===== src/sv/lfsc_pkg.sv =====
// Shared constants, types and helpers for the line-follower steering control block.
package lfsc_pkg;

    localparam int TICK_MULT_DEFAULT = 1;

    localparam int SENSOR_W = 5;
    localparam int KIND_W   = 2;
    localparam int VAL_W    = 7;
    localparam int NUM_REGS = 8;
    localparam int IDX_W    = 3;

    // Register indexes
    localparam logic [IDX_W-1:0] R_FWD    = 3'd0;
    localparam logic [IDX_W-1:0] R_BRAKE  = 3'd1;
    localparam logic [IDX_W-1:0] R_ADJ_LO = 3'd2;
    localparam logic [IDX_W-1:0] R_ADJ_HI = 3'd3;
    localparam logic [IDX_W-1:0] R_RNEAR  = 3'd4;
    localparam logic [IDX_W-1:0] R_LNEAR  = 3'd5;
    localparam logic [IDX_W-1:0] R_RFAR   = 3'd6;
    localparam logic [IDX_W-1:0] R_LFAR   = 3'd7;

    localparam logic [NUM_REGS-1:0][VAL_W-1:0] REG_RESET = {
        7'd10, 7'd90, 7'd15, 7'd85, 7'd95, 7'd90, 7'd50, 7'd70
    };

    // Command kinds
    localparam logic [KIND_W-1:0] KIND_NONE  = 2'd0;
    localparam logic [KIND_W-1:0] KIND_DRIVE = 2'd1;
    localparam logic [KIND_W-1:0] KIND_STEER = 2'd2;

    // Sensor patterns and masks
    localparam logic [SENSOR_W-1:0] PAT_CENTER = 5'h1B;
    localparam logic [SENSOR_W-1:0] PAT_ALL    = 5'h1F;
    localparam logic [SENSOR_W-1:0] PAT_NONE   = 5'h00;
    localparam int BIT_LEFT_FAR   = 4;
    localparam int BIT_LEFT_NEAR  = 3;
    localparam int BIT_RIGHT_NEAR = 1;
    localparam int BIT_RIGHT_FAR  = 0;

    localparam logic [VAL_W-1:0] VAL_MAX = 7'd100;
    localparam int ADJ_HIGH_AT = 6;
    localparam int ADJ_LIMIT   = 10;

    typedef struct packed {
        logic [KIND_W-1:0] kind;
        logic              reverse;
        logic [VAL_W-1:0]  speed;
        logic [VAL_W-1:0]  steer_x;
        logic [VAL_W-1:0]  throttle;
    } cmd_t;

    function automatic logic [VAL_W-1:0] sat100(input logic [VAL_W:0] v);
        if (v > {1'b0, VAL_MAX})
            return VAL_MAX;
        return v[VAL_W-1:0];
    endfunction

endpackage


===== src/sv/lfsc_if.sv =====
// Valid/ready channel interfaces for sensor samples and motor commands.
interface lfsc_in_if;
    logic                         valid;
    logic                         ready;
    logic [lfsc_pkg::SENSOR_W-1:0] line_sensors;

    modport source (output valid, output line_sensors, input ready);
    modport sink   (input valid, input line_sensors, output ready);
endinterface

interface lfsc_out_if;
    logic                        valid;
    logic                        ready;
    logic [lfsc_pkg::KIND_W-1:0] command_kind;
    logic                        drive_reverse;
    logic [lfsc_pkg::VAL_W-1:0]  drive_speed;
    logic [lfsc_pkg::VAL_W-1:0]  steer_x;
    logic [lfsc_pkg::VAL_W-1:0]  steer_throttle;

    modport source (output valid, output command_kind, output drive_reverse,
                    output drive_speed, output steer_x, output steer_throttle,
                    input ready);
    modport sink   (input valid, input command_kind, input drive_reverse,
                    input drive_speed, input steer_x, input steer_throttle,
                    output ready);
endinterface


===== src/sv/line_follower_steering_control_core.sv =====
// Line-follower steering control: sensor sample in, one motor command out per item.
// One command item comes out for every sensor item, through the input register, then
// the result register, and a new item can enter every cycle unless the output stalls:
// the controller state (forward run, brake burst, adjust timer, post-brake window,
// adjust count, side preference) is updated in the single cycle in which an item
// moves from the input register to the result register. The user must write the
// configuration registers through wr_en/wr_index/wr_data only while the block is idle;
// the block does not enforce this. TICK_MULT scales all tick durations (1..16).
module line_follower_steering_control_core #(
    parameter int TICK_MULT = lfsc_pkg::TICK_MULT_DEFAULT
) (
    input  logic                          clk,
    input  logic                          rst_n,
    lfsc_in_if.sink                       sensor_in,
    lfsc_out_if.source                    command_out,
    input  logic                          wr_en,
    input  logic [lfsc_pkg::IDX_W-1:0]    wr_index,
    input  logic [lfsc_pkg::VAL_W-1:0]    wr_data
);
    import lfsc_pkg::*;

    localparam logic [7:0] FWD_LIMIT  = 8'(8 * TICK_MULT);
    localparam logic [5:0] BRAKE_LEN  = 6'(2 * TICK_MULT);
    localparam logic [6:0] STOP_BELOW = 7'(2 * TICK_MULT);
    localparam logic [6:0] ADJ_RELOAD = 7'(5 * TICK_MULT);
    localparam logic [7:0] WINDOW_LEN = 8'(10 * TICK_MULT);
    localparam int         PULL_DIV   = 3 * TICK_MULT;
    localparam int         PULL_STEPS = 5;

    logic [NUM_REGS-1:0][VAL_W-1:0] cfg_reg;

    logic                s1_valid_reg;
    logic [SENSOR_W-1:0] s1_line_reg;
    logic                out_valid_reg;
    cmd_t                out_reg;
    cmd_t                res;

    logic [7:0] forward_count_reg, forward_count_next;
    logic [5:0] brake_count_reg, brake_count_next;
    logic [6:0] adjust_timer_reg, adjust_timer_next;
    logic [7:0] window_reg, window_next;
    logic [3:0] adjust_count_reg, adjust_count_next;
    logic       prefer_left_reg, prefer_left_next;

    logic advance;
    assign advance          = s1_valid_reg && (!out_valid_reg || command_out.ready);
    assign sensor_in.ready  = !s1_valid_reg || advance;

    always_ff @(posedge clk or negedge rst_n)
    begin
        if (!rst_n)
            cfg_reg <= REG_RESET;
        else if (wr_en)
            cfg_reg[wr_index] <= wr_data;
    end

    // Steering datapath
    logic [SENSOR_W-1:0] line_eff;
    logic [8:0]          adj_scaled;
    logic                adj_inc;
    logic [3:0]          adj_new;
    logic [2:0]          pull;
    logic [VAL_W-1:0]    thr_pick;
    logic [VAL_W-1:0]    rfar_sat, lfar_sat, rnear_sat, lnear_sat;

    always_comb
    begin
        line_eff   = (s1_line_reg == PAT_ALL) ? PAT_NONE : s1_line_reg;
        adj_scaled = 9'(adjust_count_reg) * 9'(TICK_MULT);
        adj_inc    = adj_scaled < 9'(ADJ_LIMIT);
        thr_pick   = (adj_scaled < 9'(ADJ_HIGH_AT)) ? cfg_reg[R_ADJ_LO] : cfg_reg[R_ADJ_HI];
        adj_new    = adj_inc ? adjust_count_reg + 4'd1 : adjust_count_reg;
        pull       = '0;
        for (int k = 1; k <= PULL_STEPS; k++)
        begin
            if (9'(adj_new) >= 9'(k * PULL_DIV))
                pull = pull + 3'd1;
        end
        if (cfg_reg[R_RFAR] < 7'(pull))
            rfar_sat = '0;
        else
            rfar_sat = sat100({1'b0, cfg_reg[R_RFAR] - 7'(pull)});
        lfar_sat  = sat100({1'b0, cfg_reg[R_LFAR]} + 8'(pull));
        rnear_sat = sat100({1'b0, cfg_reg[R_RNEAR]});
        lnear_sat = sat100({1'b0, cfg_reg[R_LNEAR]});
    end

    always_comb
    begin
        forward_count_next = forward_count_reg;
        brake_count_next   = brake_count_reg;
        adjust_timer_next  = adjust_timer_reg;
        window_next        = window_reg;
        adjust_count_next  = adjust_count_reg;
        prefer_left_next   = prefer_left_reg;
        res                = '0;

        if (s1_line_reg == PAT_CENTER)
        begin
            res.kind  = KIND_DRIVE;
            res.speed = cfg_reg[R_FWD];
            if (forward_count_reg <= FWD_LIMIT)
                forward_count_next = forward_count_reg + 8'd1;
            else
                brake_count_next = BRAKE_LEN;
        end
        else if (brake_count_reg != '0)
        begin
            res.kind           = KIND_DRIVE;
            res.reverse        = 1'b1;
            res.speed          = cfg_reg[R_BRAKE];
            adjust_count_next  = '0;
            forward_count_next = '0;
            window_next        = WINDOW_LEN;
            brake_count_next   = brake_count_reg - 6'd1;
        end
        else if (adjust_timer_reg != '0 && adjust_timer_reg < STOP_BELOW)
        begin
            // stop phase: drive command at speed 0
            res.kind          = KIND_DRIVE;
            adjust_timer_next = adjust_timer_reg - 7'd1;
        end
        else
        begin
            if (adjust_timer_reg == '0)
            begin
                adjust_timer_next = ADJ_RELOAD;
                // lost line inside the post-brake window: reload only
                if (!(s1_line_reg == PAT_NONE && window_reg != '0))
                begin
                    adjust_count_next = adj_new;
                    res.kind          = KIND_STEER;
                    res.throttle      = sat100({1'b0, thr_pick});
                    if (prefer_left_reg)
                    begin
                        if (!line_eff[BIT_RIGHT_FAR])
                        begin
                            res.steer_x      = rfar_sat;
                            prefer_left_next = 1'b0;
                        end
                        else if (!line_eff[BIT_RIGHT_NEAR])
                        begin
                            res.steer_x      = rnear_sat;
                            prefer_left_next = 1'b0;
                        end
                        else if (!line_eff[BIT_LEFT_NEAR])
                            res.steer_x = lnear_sat;
                        else if (!line_eff[BIT_LEFT_FAR])
                            res.steer_x = lfar_sat;
                        else
                            res = '0;
                    end
                    else
                    begin
                        if (!line_eff[BIT_LEFT_FAR])
                        begin
                            res.steer_x      = lfar_sat;
                            prefer_left_next = 1'b1;
                        end
                        else if (!line_eff[BIT_LEFT_NEAR])
                        begin
                            res.steer_x      = lnear_sat;
                            prefer_left_next = 1'b1;
                        end
                        else if (!line_eff[BIT_RIGHT_FAR])
                            res.steer_x = rfar_sat;
                        else if (!line_eff[BIT_RIGHT_NEAR])
                            res.steer_x = rnear_sat;
                        else
                            res = '0;
                    end
                end
            end
            else
                adjust_timer_next = adjust_timer_reg - 7'd1;
            if (window_reg != '0)
                window_next = window_reg - 8'd1;
        end
    end

    always_ff @(posedge clk or negedge rst_n)
    begin
        if (!rst_n)
        begin
            s1_valid_reg      <= 1'b0;
            out_valid_reg     <= 1'b0;
            forward_count_reg <= '0;
            brake_count_reg   <= '0;
            adjust_timer_reg  <= '0;
            window_reg        <= '0;
            adjust_count_reg  <= '0;
            prefer_left_reg   <= 1'b0;
        end
        else
        begin
            if (sensor_in.ready)
                s1_valid_reg <= sensor_in.valid;
            if (advance)
                out_valid_reg <= 1'b1;
            else if (command_out.ready)
                out_valid_reg <= 1'b0;
            if (advance)
            begin
                forward_count_reg <= forward_count_next;
                brake_count_reg   <= brake_count_next;
                adjust_timer_reg  <= adjust_timer_next;
                window_reg        <= window_next;
                adjust_count_reg  <= adjust_count_next;
                prefer_left_reg   <= prefer_left_next;
            end
        end
    end

    always_ff @(posedge clk)
    begin
        if (sensor_in.valid && sensor_in.ready)
            s1_line_reg <= sensor_in.line_sensors;
        if (advance)
            out_reg <= res;
    end

    assign command_out.valid          = out_valid_reg;
    assign command_out.command_kind   = out_reg.kind;
    assign command_out.drive_reverse  = out_reg.reverse;
    assign command_out.drive_speed    = out_reg.speed;
    assign command_out.steer_x        = out_reg.steer_x;
    assign command_out.steer_throttle = out_reg.throttle;

`ifndef NO_ASSERTIONS
    // Both stages full and the output stalled: no new item may enter.
    a_no_overrun: assert property (@(posedge clk) disable iff (!rst_n)
        (s1_valid_reg && out_valid_reg && !command_out.ready) |-> !sensor_in.ready)
        else $error("input accepted while pipeline is full");

    // A steer command always reloads the adjust timer.
    a_steer_reload: assert property (@(posedge clk) disable iff (!rst_n)
        (advance && res.kind == KIND_STEER) |=> (adjust_timer_reg == ADJ_RELOAD))
        else $error("steer command without adjust timer reload");

    // A brake tick opens the post-brake window and clears the adjust count.
    a_brake_window: assert property (@(posedge clk) disable iff (!rst_n)
        (advance && res.reverse) |=> (window_reg == WINDOW_LEN && adjust_count_reg == '0))
        else $error("brake tick did not arm post-brake window");
`endif

endmodule

===== src/flat_wrapper.sv =====
// flat-port wrapper written by rule: the top's interface ports become plain ports
module line_follower_steering_control_core_flat import lfsc_pkg::*;
#(
    parameter int TICK_MULT = lfsc_pkg::TICK_MULT_DEFAULT
)
  (clk, rst_n, wr_en, wr_index, wr_data, sensor_in_valid, sensor_in_line_sensors, sensor_in_ready, command_out_valid, command_out_command_kind, command_out_drive_reverse, command_out_drive_speed, command_out_steer_x, command_out_steer_throttle, command_out_ready);
  lfsc_in_if sensor_in_i ();
  lfsc_out_if command_out_i ();
  input  logic clk;
  input  logic rst_n;
  input  logic wr_en;
  input  logic [lfsc_pkg::IDX_W-1:0] wr_index;
  input  logic [lfsc_pkg::VAL_W-1:0] wr_data;
  input wire logic [$bits(sensor_in_i.valid)-1:0] sensor_in_valid;
  input wire logic [$bits(sensor_in_i.line_sensors)-1:0] sensor_in_line_sensors;
  output wire logic [$bits(sensor_in_i.ready)-1:0] sensor_in_ready;
  output wire logic [$bits(command_out_i.valid)-1:0] command_out_valid;
  output wire logic [$bits(command_out_i.command_kind)-1:0] command_out_command_kind;
  output wire logic [$bits(command_out_i.drive_reverse)-1:0] command_out_drive_reverse;
  output wire logic [$bits(command_out_i.drive_speed)-1:0] command_out_drive_speed;
  output wire logic [$bits(command_out_i.steer_x)-1:0] command_out_steer_x;
  output wire logic [$bits(command_out_i.steer_throttle)-1:0] command_out_steer_throttle;
  input wire logic [$bits(command_out_i.ready)-1:0] command_out_ready;
  assign sensor_in_i.valid = sensor_in_valid;
  assign sensor_in_i.line_sensors = sensor_in_line_sensors;
  assign sensor_in_ready = sensor_in_i.ready;
  assign command_out_valid = command_out_i.valid;
  assign command_out_command_kind = command_out_i.command_kind;
  assign command_out_drive_reverse = command_out_i.drive_reverse;
  assign command_out_drive_speed = command_out_i.drive_speed;
  assign command_out_steer_x = command_out_i.steer_x;
  assign command_out_steer_throttle = command_out_i.steer_throttle;
  assign command_out_i.ready = command_out_ready;
  line_follower_steering_control_core #(.TICK_MULT(TICK_MULT)) u_core (.clk(clk), .rst_n(rst_n), .sensor_in(sensor_in_i), .command_out(command_out_i), .wr_en(wr_en), .wr_index(wr_index), .wr_data(wr_data));
endmodule

===== config.mk =====
export PLATFORM = sky130hd
export DESIGN_NAME = line_follower_steering_control_core_flat
export DESIGN_NICKNAME = d
export VERILOG_FILES = /design/src/sv/lfsc_pkg.sv /design/src/sv/lfsc_if.sv /design/src/sv/line_follower_steering_control_core.sv /design/src/flat_wrapper.sv
export SDC_FILE = /design/constraint.sdc
export NUM_CORES = 1
export LEC_CHECK = 0
export BUFFER_PORTS_ARGS = -buffer_cell sky130_fd_sc_hd__buf_2
export CAP_MARGIN = 10
export CORE_MARGIN = 5
export CORE_UTILIZATION = 40
export CTS_CLUSTER_SIZE = 24
export DETAILED_ROUTE_END_ITERATION = 10
export PLACE_DENSITY = 0.65
export SLEW_MARGIN = 25
export SYNTH_ARGS = -nofsm -noshare
export SYNTH_HDL_FRONTEND = slang
export SYNTH_SLANG_ARGS = --single-unit

===== constraint.sdc =====
create_clock -name clk -period 8.8 [get_ports clk]
set_input_delay 1.32 -clock clk [delete_from_list [all_inputs] [get_ports clk]]
set_output_delay 1.32 -clock clk [all_outputs]
set_load 0.05 [all_outputs]

# Word level (Yosys, flattened, before mapping)
# Cells that the tools add are included.
# word_totals
ff_bits	121
latchBits	0
mem_bits_rw	0
rom_bits	0
in_bits	20
output_inout_bits	26
elab_cells	178
mem_count	0
# classes
n_addsub	11
mul	0
div	0
magnitude_cmp	17
eq_ne	6
shift	0
n_mux	90
bitwise_logic	5
n_reduce_logical	26
# ops
op	n
7-bit 2-to-1 mux	37
10-bit 2-to-1 mux	8
56-bit bitwise mux	1
8-bit 2-to-1 mux	7
23-bit 2-to-1 mux	2
7-bit greater-than comparator (second input constant)	4
24-bit 2-to-1 mux	1
22-bit 2-to-1 mux	1
7-bit demux with 3-bit select	1
4-bit 2-to-1 mux	5
1-bit 2-to-1 mux	19
6-bit 2-to-1 mux	3
4-bit >= comparator (second input constant)	3
3-bit 2-to-1 mux	4
5-bit == test (second input constant)	2
3-bit by 1-bit adder with 3-bit output (second input constant)	3
3-bit AND reduction	3
7-bit by 3-bit adder with 8-bit output	1
8-bit by 1-bit adder with 8-bit output (second input constant)	1
8-bit by 7-bit greater-than comparator with 1-bit output (second input constant)	1
8-bit by 4-bit <= comparator with 1-bit output (second input constant)	1
2-bit nonzero test	4
8-bit nonzero test	1
8-bit by 1-bit subtractor with 8-bit output (second input constant)	1
other kinds (29)	41

# Depth between registers and ports, before layout
# Gate-level depths: netlist (run 1).
# logic_depth
ltp_word	27
ltp_mapped	24
mapped_depth_nobuf	23

# Least setup slack after synthesis (run 1)
# No wires, ideal clock.
# synth_path
path_type	flip-flop to flip-flop
start	reg u_core.adjust_count_reg[0]
end	reg u_core.out_reg (netlist bit u_core.command_out.steer_x[4]) (data pin)
setup_time_ns	0.261
arrival_ns	4.581
required_time_ns	8.539
path_slack_ns	3.958
path_stages_with_launch	23
path_buffers	1
synth_period_minus_slack_ns	4.842
cell_sequence	dfrtp_1 > ha_1 > buf_4 > nor2b_1 > o21ai_0 > nand2_1 > ha_1 > mux2i_1 > mux2i_1 > a21oi_1 > or2_2 > ha_1 > nand2b_1 > nor4_1 > nand2_1 > nor4_1 > nand3_1 > a21oi_1 > nor2_1 > a311o_1 > a31o_1 > and3_1 > o311a_1
# synth_between
elab_chain_len	22
word_cells_on_any_way	36
classes_between	add/sub: 7; order compare: 9; mux: 20
# synth_rtl
item	line_no	rtl
start: declaration	line_follower_steering_control_core.sv:42	logic [3:0] adjust_count_reg, adjust_count_next;
start signal: assignment	line_follower_steering_control_core.sv:208	adjust_count_reg <= adjust_count_next;
4-bit by 1-bit adder with 4-bit output or 4-bit less-than comparator (tied branches)	line_follower_steering_control_core.sv:72, line_follower_steering_control_core.sv:70	
4-bit 2-to-1 mux (*)	line_follower_steering_control_core.sv:72	adj_new = adj_inc ? adjust_count_reg + 4'd1 : adjust_count_reg;
4-bit by 2-bit >= comparator with 1-bit output	line_follower_steering_control_core.sv:76	if (9'(adj_new) >= 9'(k * PULL_DIV))
1-bit 2-to-1 mux	line_follower_steering_control_core.sv:76	
1-bit by 1-bit adder with 2-bit output	line_follower_steering_control_core.sv:77	pull = pull + 3'd1;
3-bit 2-to-1 mux	line_follower_steering_control_core.sv:76	
3-bit by 1-bit adder with 3-bit output	line_follower_steering_control_core.sv:77	
3-bit 2-to-1 mux	line_follower_steering_control_core.sv:76	
[6 not listed]	--	
1-bit 2-to-1 mux	lfsc_pkg.sv:53	if (v > {1'b0, VAL_MAX})
1-bit 2-to-1 mux	line_follower_steering_control_core.sv:79	if (cfg_reg[R_RFAR] < 7'(pull))
7-bit 2-to-1 mux	lfsc_pkg.sv:55	return v[VAL_W-1:0];
7-bit 2-to-1 mux	line_follower_steering_control_core.sv:79	
7-bit 2-to-1 mux	line_follower_steering_control_core.sv:165	else if (!line_eff[BIT_RIGHT_FAR])
7-bit 2-to-1 mux	line_follower_steering_control_core.sv:160	else if (!line_eff[BIT_LEFT_NEAR])
7-bit 2-to-1 mux	line_follower_steering_control_core.sv:155	if (!line_eff[BIT_LEFT_FAR])
24-bit 2-to-1 mux (*)	line_follower_steering_control_core.sv:134	if (prefer_left_reg)
end signal: assignment	line_follower_steering_control_core.sv:219	out_reg <= res;
end: declaration	line_follower_steering_control_core.sv:35	cmd_t out_reg;
# Mark *: on every way between the ends. The rest lies on a longest branch, timed or not. The select of a mux whose other input is x is not followed.
# A chain may end at the register's enable or synchronous reset.

# Final worst setup path (run 1)
# layout_path
start	reg u_core.adjust_count_reg[1]
end	reg u_core.out_reg (netlist bit u_core.command_out.steer_x[4]) (data pin)
# Same word-level chain as after synthesis.

==> results of run 1 <==
power groups by stage:
stage | combinational, uW | clock (uW) | sequential (uW)
2_1_floorplan | 284 | 0 | 807
3_3_place_gp | 398 | 0 | 795
3_5_place_dp | 405 | 0 | 797
4_1_cts | 407 | 694 | 789
5_1_grt | 453 | 725 | 805
6_report | 406 | 678 | 791
critical path: stages, from the launching register on:
cell,delay (ps)
dfrtp_1,590
ha_1,450
nor2b_1,170
o21ai_0,80
nand2_1,130
inv_1,80
ha_1,210
a31oi_1,270
mux2i_1,420
nor3_1,130
or2_2,300
ha_1,250
nand2b_1,190
nor4_1,340
nand2_1,100
nor4_1,180
nand3_1,100
a21oi_1,200
nor2_1,90
a311o_1,360
a31o_1,210
and3_1,170
o311a_1,320
Yosys cell counts, types with 4 or more instances:
cell | instances | area, sq um
mux2i_1 | 6 | 60.1
inv_1 | 26 | 97.6
and2_1 | 8 | 50.1
xnor2_1 | 12 | 105
mux2_2 | 58 | 653
nand2_1 | 76 | 285
a21o_1 | 4 | 30.0
dfrtp_1 | 62 | 1550
nand2b_1 | 11 | 68.8
a31oi_1 | 14 | 87.6
nor4_1 | 10 | 62.6
o211ai_1 | 4 | 30.0
a22o_1 | 13 | 114
dfstp_2 | 30 | 788
clkbuf_1 | 13 | 48.8
a21oi_1 | 37 | 185
a211oi_1 | 5 | 37.5
nor3b_1 | 8 | 60.1
nand4_1 | 5 | 31.3
nor2_1 | 61 | 229
edfxtp_1 | 29 | 871
and3_1 | 6 | 37.5
nor3_1 | 17 | 85.1
nor2b_1 | 5 | 31.3
xor2_1 | 8 | 70.1
ha_1 | 17 | 213
nand3_1 | 12 | 60.1
o21ai_0 | 27 | 135
layout make-up:
| class | count | area [sq um] |
|---|---|---|
| fill | 1637 | 9160 |
| multi-input combinational | 512 | 3570 |
| sequential | 121 | 3210 |
| clock buffer | 20 | 478 |
| tap | 225 | 282 |
| timing repair buffer | 50 | 265 |
| clock inverter | 12 | 111 |
| inverter | 28 | 105 |
layer usage:
| layer | vias to the layer above | share of wire (%) | global-route usage, % |
|---|---|---|---|
| met3 | 20 | 5.7 | 4.15 |
| met4 | 0 | 1.1 | 4.24 |
| met1 | 2643 | 46 | 23.2 |
| met5 | - | 0 | 0 |
| met2 | 170 | 47 | 27.3 |
| li1 | 2621 | - | - |
logic make-up after synthesis:
kind of cell / count (synthesis)
AND/OR/NAND/NOR: 253
adder cells (fa/ha/maj): 17
XOR/XNOR: 20
AO/OA/AOI/OAI: 157
buffers and inverters: 46
multiplexers: 65
flip-flops: 121
through the flow:
step / instance area (sq um) / utilization [%] / setup WS [ps]
after floorplan: 6950 / - / 3960
final: 8020 / 46.7 / 3200
after CTS: 8000 / 46.6 / 3270
after global placement: 7410 / 43.2 / 3400
after detailed placement: 7410 / 43.2 / 3300
after global routing: 8020 / 46.7 / 2710
worst max path at each step:
stage / to / slack [ps] / depth (start not counted)
finish: u_core.command_out.steer_x[4] / 3200 / 22
global route: u_core.command_out.steer_x[4] / 2710 / 22
CTS: u_core.command_out.steer_x[4] / 3270 / 22
detailed placement: u_core.command_out.steer_x[4] / 3300 / 22
global placement: u_core.command_out.steer_x[4] / 3400 / 22
floorplan: u_core.command_out.steer_x[4] / 3960 / 22
cell usage in the layout, fill, tap and decap left out, types with 11 or more instances in the layout:
master,synthesis,layout
a21oi_1,37,37
a22o_1,13,13
a31oi_1,14,14
buf_2,2,44
clkbuf_16,0,18
dfrtp_1,62,62
dfstp_2,30,30
edfxtp_1,29,29
ha_1,17,17
inv_1,26,26
mux2_2,58,58
nand2_1,76,76
nand2b_1,11,11
nand3_1,12,12
nor2_1,61,61
nor3_1,17,15
o21ai_0,27,27
xnor2_1,12,12
==> metrics, run 1 <==
vias in the first global route 5246; overall power 1870 uW; Req. time, crit path 8960 ps; I/O Pins 46; number of flip-flops in the largest register 56; worst hold path stage count 1; dpl cells 936; Clock Power Share a little over a third; Cell Pwr Density 234 nW/um^2; Worst-path clk slew 50 ps; Crit. End Element flip-flop; via count 5454; WHS Endpoint u_core.command_out.valid; Peak VDD IR between 150 and 200 uV; Synth Register Bits 121; DR iter-0 viols between 300 and 400; pin count of the biggest net entering global routing 54; Worst setup SP type flip-flop; critical path class flip-flop to flip-flop; Lkg Pwr ~0.0033 uW; Synth Flop Type dfrtp_1; max cap viols 0; Tcrit/Tclk final 63.7%; root buffer cell clkbuf_16; Antenna Cells 0; fmax 0.179 GHz; RR Endpoint u_core.command_out.steer_x[4]; Distinct cells, synth 87; post-synthesis adder-cell area fraction 3.06%; Synth Area in Compound Gates 15.9%; Syn Inst Count 679; clk_lat worst skew 420 ps; syn_nets between 700 and 800; Rows 48; post-route ant nets 0; grt total ovfl 0; # setup viols final 0; number of remaining DRC errors 0; Core Box Area 17200 sq um; Hold Fails Final Rpt 0; HP Class flip-flop to flip-flop; Post-synth EDFFs 29; area delta synth->final 15.3%; post-CTS setup buffers 0; crit path launch u_core.adjust_count_reg[1]; Inserted Clock Buffers 17; R2R cell count 22; Post-Syn Area per Cell 10.2 sq um; die height around 140 um; cell internal pwr 1300 uW; DR vias/cell 5.63; dpl hpwl 11700 um; first-pass iteration count of the detailed router 5; Die ar. 20100 sq um; final count of pins violating max slew 0; Sequential Power Share 42.2%; CTS tree done; mux cell area share after synthesis 10.5%; Synth Area in Simple Gates a little under a fifth; fraction of final layout cells sized beyond drive strength 1 27.5%; sequential area share after synthesis 46.2%; Hold Path Origin u_core.s1_valid_reg; Clock Skew ~15 ps; actual slew at the worst max-slew pin around 970 ps; RSZ-0062 raised after global routing false; yosys warns 0; xor/xnor share of the synthesized area 2.52%; GR Util All Layers between 10% and 20%; FFs w/ async S/R, synth 76.0%; flop2flop setup slack 3200 ps; hold-fix buffers at CTS 0; NumNets Final 767; Worst R2R Start u_core.adjust_count_reg[1]; H-tree lvl count 4; mapped cell area 6950 sq um; initial antenna violation count 0; setup TNS 0 ps; Initial Utilization 40.5%; global-route wire length before repair 27200 um; largest buffer count on any clock path 2; crit path time final 5600 ps; critical path peak fanout 14; switching part of the total approximately 31%; status completed; Comb power frac 21.6%; WL/cell 17.0 um; relative slew slack about a third; fin cells a little under 1000; Resized Gates After CTS 0; port buffer count 45; Critical Path AT 5760 ps; routability cong. 0.902; hold_ws 477 ps; Detailed Route WL 16400 um; largest family of logic cells by synthesized area simple AND/OR/NAND/NOR gates; # clock sinks 121; chip width around 140 um; Net Sw Power 577 uW
No activity file was read; power rests on OpenSTA's default activity.
==> inputs of run 2 (changes only) <==
--- a/config.mk
+++ b/config.mk
@@ -11,7 +11,7 @@
 export CORE_UTILIZATION = 40
 export CTS_CLUSTER_SIZE = 24
 export DETAILED_ROUTE_END_ITERATION = 10
-export PLACE_DENSITY = 0.65
+export PLACE_DENSITY = 0.67
 export SLEW_MARGIN = 25
 export SYNTH_ARGS = -nofsm -noshare
 export SYNTH_HDL_FRONTEND = slang
==> constraint.sdc (replaced) <==
create_clock -name clk -period 5.1 [get_ports clk]
set_input_delay 0.765 -clock clk [delete_from_list [all_inputs] [get_ports clk]]
set_output_delay 0.765 -clock clk [all_outputs]
set_load 0.05 [all_outputs]
==> run 2 against run 1 <==
Effect of this change:
- final cell count increased by 0.72%
- utilization rose by 0.39 points
- highest routed layer unchanged
- non-clock buffer count increased by 7
- critical path type unchanged
- clock skew shrank 5.4 ps
- setup slack lost 2900 ps
- via count is 0.53% lower
- clock power grew 71%
- power increased by 72%
- sequential share of layout area shrank 0.33 points
==> metrics, run 2 (synthesis results as in run 1) <==
fmax ~0.21 GHz; status completed; # setup viols final 0; Inserted Clock Buffers 17; via count 5425; Clock Skew between 9 and 10 ps; crit path launch u_core.adjust_count_reg[0]; CTS tree done; fin cells 975; relative slew slack 32.6%; Core Box Area 17200 sq um; Peak VDD IR between 200 and 300 uV; post-route ant nets 0; RR Endpoint u_core.command_out.steer_x[4]; crit path time final 4830 ps; routability cong. 0.886; NumNets Final between 700 and 800; root buffer cell clkbuf_16; dpl cells 943; Crit. End Element flip-flop; I/O Pins 46; flop2flop setup slack around 270 ps; first-pass iteration count of the detailed router 5; Rows 48; vias in the first global route 5024; Fill cells about 1600; actual slew at the worst max-slew pin 1000 ps; chip width 142 um; number of flip-flops in the largest register 56; # clock sinks 121; post-layout util 47.1%; DR vias/cell around 5.6; final count of pins violating max slew 0; post-CTS setup buffers 0; Lkg Pwr 0.00333 uW; Tcrit/Tclk final 94.8%; port buffer count 45; most frequent cells in the layout nand2_1, dfrtp_1, nor2_1; critical path peak fanout 7; Detailed Route WL 16400 um; Worst path slowest cell dfrtp_1; Cell Pwr Density 400 nW/um^2; Worst setup SP type flip-flop; number of remaining DRC errors 0; largest buffer count on any clock path 2; Worst R2R Start u_core.adjust_count_reg[0]; H-tree lvl count 4; Worst-path clk slew 50 ps; CP max stage delay 370 ps; fraction of final layout cells sized beyond drive strength 1 between 20% and 30%; Die ar. slightly above 20000 sq um; HP Class input pin to async pin; most common cell after layout, fill and taps aside nand2_1; Req. time, crit path ~5300 ps; DR iter-0 viols 422; die height roughly 140 um; critical path class flip-flop to flip-flop; initial antenna violation count 0; global-route wire length before repair ~26000 um; WL/cell 16.8 um; area delta synth->final 16.3%; Antenna Cells 0; Hold Fails Final Rpt 0; GR Util All Layers approximately 17%; max cap viols 0; R2R cell count 21; Initial Utilization 40.5%; worst path cell trace ha_1 -> buf_4 -> nor4b_4 -> o21bai_4 -> nand2_2 -> mux2i_2 -> mux2i_1 -> a21oi_1 -> or2_2 -> ha_1 -> nand2b_1 -> nor4_2 -> nand2_1 -> nor4_2 -> nand3_1 -> a21oi_2 -> nor2_1 -> a311o_1 -> a31o_1 -> and3_1 -> o311a_1; Critical Path AT 4990 ps; dpl hpwl 11600 um; pin count of the biggest net entering global routing 57; grt total ovfl 0; clk_lat worst skew 410 ps
run 2: report_power, final:
group / leakage [uW] / internal, uW / total (uW) / switching, uW
combinational: 0.00168 / 301 / 707 / 406
sequential: 0.00137 / 1210 / 1360 / 152
clock: 0.000279 / 758 / 1160 / 401
run 2: area by class of cell:
type	count	area (sq um)	share of cell area [%]
timing repair buffer	57	322	3.98
inverter	28	105	1.30
sequential	121	3210	39.7
tap	225	282	3.48
clock buffer	21	440	5.45
multi-input combinational	512	3600	44.5
clock inverter	11	129	1.59
run 2: what timing repair did:
item	4_1_cts	5_1_grt
resized for setup	0	9
hold buffers	0	0
setup endpoints to repair	0	5
run 2: worst max path at each step:
stage / cells after the start / endpoint
global route: 22 / u_core.command_out.steer_x[4]
detailed placement: 21 / u_core.command_out.steer_x[4]
CTS: 21 / u_core.command_out.steer_x[4]
floorplan: 22 / u_core.command_out.steer_x[4]
global placement: 21 / u_core.command_out.steer_x[4]
finish: 21 / u_core.command_out.steer_x[4]
run 2: stage by stage:
step	hold WS, ps	worst slack, ps	instance area, sq um	setup TNS, ps	total power (uW)
after floorplan	449	258	6950	0	1880
after global placement	472	202	7470	0	2060
after detailed placement	475	46.1	7470	0	2070
after CTS	447	25.9	8040	0	3250
after global routing	482	-2.73	8090	-2.73	3400
final	407	265	8090	0	3230
run 2: metal layers:
| layer | track usage, % | routed length, um | vias to the layer above |
|---|---|---|---|
| li1 | - | - | 2615 |
| met1 | 23.5 | 7610 | 2624 |
| met2 | 24.8 | 7400 | 167 |
| met3 | 5.19 | 1100 | 19 |
| met4 | 4.80 | 278 | 0 |
| met5 | 0 | 0 | - |
run 2: critical path, delay by kind of cell (launching register included):
family / cells / cell delay (ps)
buf+inv: 1 / 180
flops: 1 / 370
fa+ha+maj: 2 / 500
compound gates: 6 / 1240
simple gates: 10 / 1700
mux: 2 / 560
==> inputs of run 3 (changes only) <==
--- a/config.mk
+++ b/config.mk
@@ -11,7 +11,7 @@
 export CORE_UTILIZATION = 40
 export CTS_CLUSTER_SIZE = 24
 export DETAILED_ROUTE_END_ITERATION = 10
-export PLACE_DENSITY = 0.67
+export PLACE_DENSITY = 0.65
 export SLEW_MARGIN = 25
 export SYNTH_ARGS = -nofsm -noshare
 export SYNTH_HDL_FRONTEND = slang
==> constraint.sdc (replaced) <==
create_clock -name clk -period 5.38 [get_ports clk]
set_input_delay 0.807 -clock clk [delete_from_list [all_inputs] [get_ports clk]]
set_output_delay 0.807 -clock clk [all_outputs]
set_load 0.05 [all_outputs]
==> run 3 against run 2 <==
Effect of this change:
- critical path depth grew 2
- sequential share of layout area shrank 0.30 points
- sequential power shrank 5%
- final area grew 0.77%
- clock skew shrank 0.52 ps
- register-to-register slack gained 50 ps
- critical path type unchanged
- die area is the same
- largest power group unchanged
- utilization grew 0.36 points
==> metrics, run 3 (synthesis results as in run 1) <==
dpl hpwl 11900 um; Rows 48; fmax 0.198 GHz; Comb power frac around a fifth; I/O Pins 46; worst slack, placed 144 ps; clk_lat worst skew ~420 ps; switching part of the total 29.5%; RR Endpoint u_core.command_out.steer_x[4]; relative slew slack 39.0%; most common cell after layout, fill and taps aside nand2_1; Worst-path clk slew about 60 ps; Initial Utilization 40.5%; post-route setup slack 317 ps; DR iter-0 viols 434; critical path class flip-flop to flip-flop; Tcrit/Tclk final 94.1%; area delta synth->final 17.2%; initial antenna violation count 0; NumNets Final slightly below 800; Antenna Cells 0; Req. time, crit path 5550 ps; hold-fix buffers at CTS 0; flop2flop setup slack between 300 and 400 ps; post-route ant nets 0; R2R cell count 23; final count of pins violating max slew 0; post-placement cell area between 7000 and 8000 sq um; setup TNS 0 ps; number of flip-flops in the largest register 56; worst path cell trace buf_4 -> and2_1 -> nand3b_1 -> o21ai_0 -> nand2_1 -> inv_1 -> ha_1 -> a31oi_1 -> mux2i_2 -> nor3_1 -> or2_2 -> ha_1 -> nand2b_1 -> nor4_4 -> nand2_1 -> nor4_1 -> nand3_1 -> a21oi_2 -> nor2_1 -> a311o_1 -> a31o_1 -> and3_1 -> o311a_1; DR vias/cell 5.57; grt total ovfl 0; Sequential Power Share 40.5%; global-route wire length before repair 27200 um; CTS tree done; Lkg Pwr 0.00335 uW; Fill cells 1636; Clock Skew about 9 ps; via count 5427; HP Class input pin to async pin; # clock sinks 121; Hold Fails Final Rpt 0; design area 8150 sq um; cell internal pwr 2250 uW; Core Box Area 17200 sq um; routability cong. 0.917; Worst R2R Start u_core.adjust_count_reg[1]; Peak VDD IR 245 uV; die height 142 um; max cap viols 0; Worst path slowest cell dfrtp_1; Clock Power Share 38.5%; Cell Pwr Density between 300 and 400 nW/um^2; status completed; Detailed Route WL 16800 um; Net Sw Power 941 uW; vias in the first global route approximately 5200; critical path peak fanout 13; actual slew at the worst max-slew pin 913 ps; Die ar. between 20000 and 25000 sq um; GR Util All Layers 17.1%; first-pass iteration count of the detailed router 5; crit path time final 5060 ps; Crit. End Element flip-flop; Inserted Clock Buffers 17; pin count of the biggest net entering global routing 52; Worst setup SP type flip-flop; WL/cell 17.3 um; fraction of final layout cells sized beyond drive strength 1 ~28%; number of remaining DRC errors 0; overall power 3190 uW; largest buffer count on any clock path 2; port buffer count 45; most frequent cells in the layout nand2_1, dfrtp_1, nor2_1; CP max stage delay 350 ps; root buffer cell clkbuf_16; H-tree lvl count 4; Critical Path AT 5240 ps; # setup viols final 0; chip width 142 um
-- run 3: cell types whose count changed in the layout (fill, tap and decap cells not counted), moves of 2 or more --
cell / delta
a21oi_1: +2
a21oi_2: -2
bufinv_16: +2
clkbuf_1: -3
clkinvlp_4: +2
mux2i_1: -2
nor4_2: -2
-- run 3: cell type report --
cell class / instances / area (sq um) / share of cell area (%)
well taps: 225 / 282 / 3.45
multi-input cells: 512 / 3610 / 44.3
inverters: 28 / 105 / 1.29
clock inverters: 14 / 204 / 2.50
flip-flops and latches: 121 / 3210 / 39.4
clock buffers: 18 / 429 / 5.27
repair buffers: 56 / 310 / 3.81
-- run 3: power by group through the flow --
stage / Clock (uW) / Combinational (uW) / Sequential, uW
floorplan: 0 / 465 / 1320
global placement: 0 / 652 / 1300
detailed placement: 0 / 661 / 1300
CTS: 1260 / 665 / 1290
global route: 1300 / 743 / 1320
finish: 1230 / 669 / 1290
-- run 3: how the worst max path moves through the flow --
stage,cells after the start,startpoint,endpoint
floorplan,22,u_core.adjust_count_reg[0],u_core.command_out.steer_x[4]
global placement,21,u_core.adjust_count_reg[0],u_core.command_out.steer_x[4]
detailed placement,22,u_core.adjust_count_reg[0],u_core.command_out.steer_x[4]
CTS,22,u_core.adjust_count_reg[0],u_core.command_out.steer_x[4]
global route,23,u_core.adjust_count_reg[0],u_core.command_out.steer_x[4]
finish,23,u_core.adjust_count_reg[1],u_core.command_out.steer_x[4]
-- run 3: per-layer routing --
layer  part of all wire, %  up-vias  global-route usage (%)  wire (um)
met1                    45     2611                    23.4       7590
met5                     0        -                       0          0
met3                   6.1       23                    3.98       1020
met4                   1.6        0                    5.66        270
li1                      -     2622                       -          -
met2                    47      171                    26.8       7930
-- run 3: through the flow --
step	utilization [%]	hold slack, ps	std cells
5_1_grt	47.4	418	974
3_3_place_gp	43.3	459	939
2_1_floorplan	-	449	679
3_5_place_dp	43.3	466	939
6_report	47.4	383	974
4_1_cts	47.0	392	971
-- run 3: repair_timing --
| action | in CTS | in global routing |
|---|---|---|
| resized for setup | 0 | 8 |
| buffers inserted | 0 | 3 |
| setup endpoints to repair | 0 | 5 |
-- run 3: worst max-delay path: cells and delay by family (launching register included) --
kind	cells	cell delay [ps]
AO/OA/AOI/OAI	6	1400
adder cells (fa/ha/maj)	2	480
buffers and inverters	2	250
flip-flops	1	350
multiplexers	1	340
AND/OR/NAND/NOR	12	2000
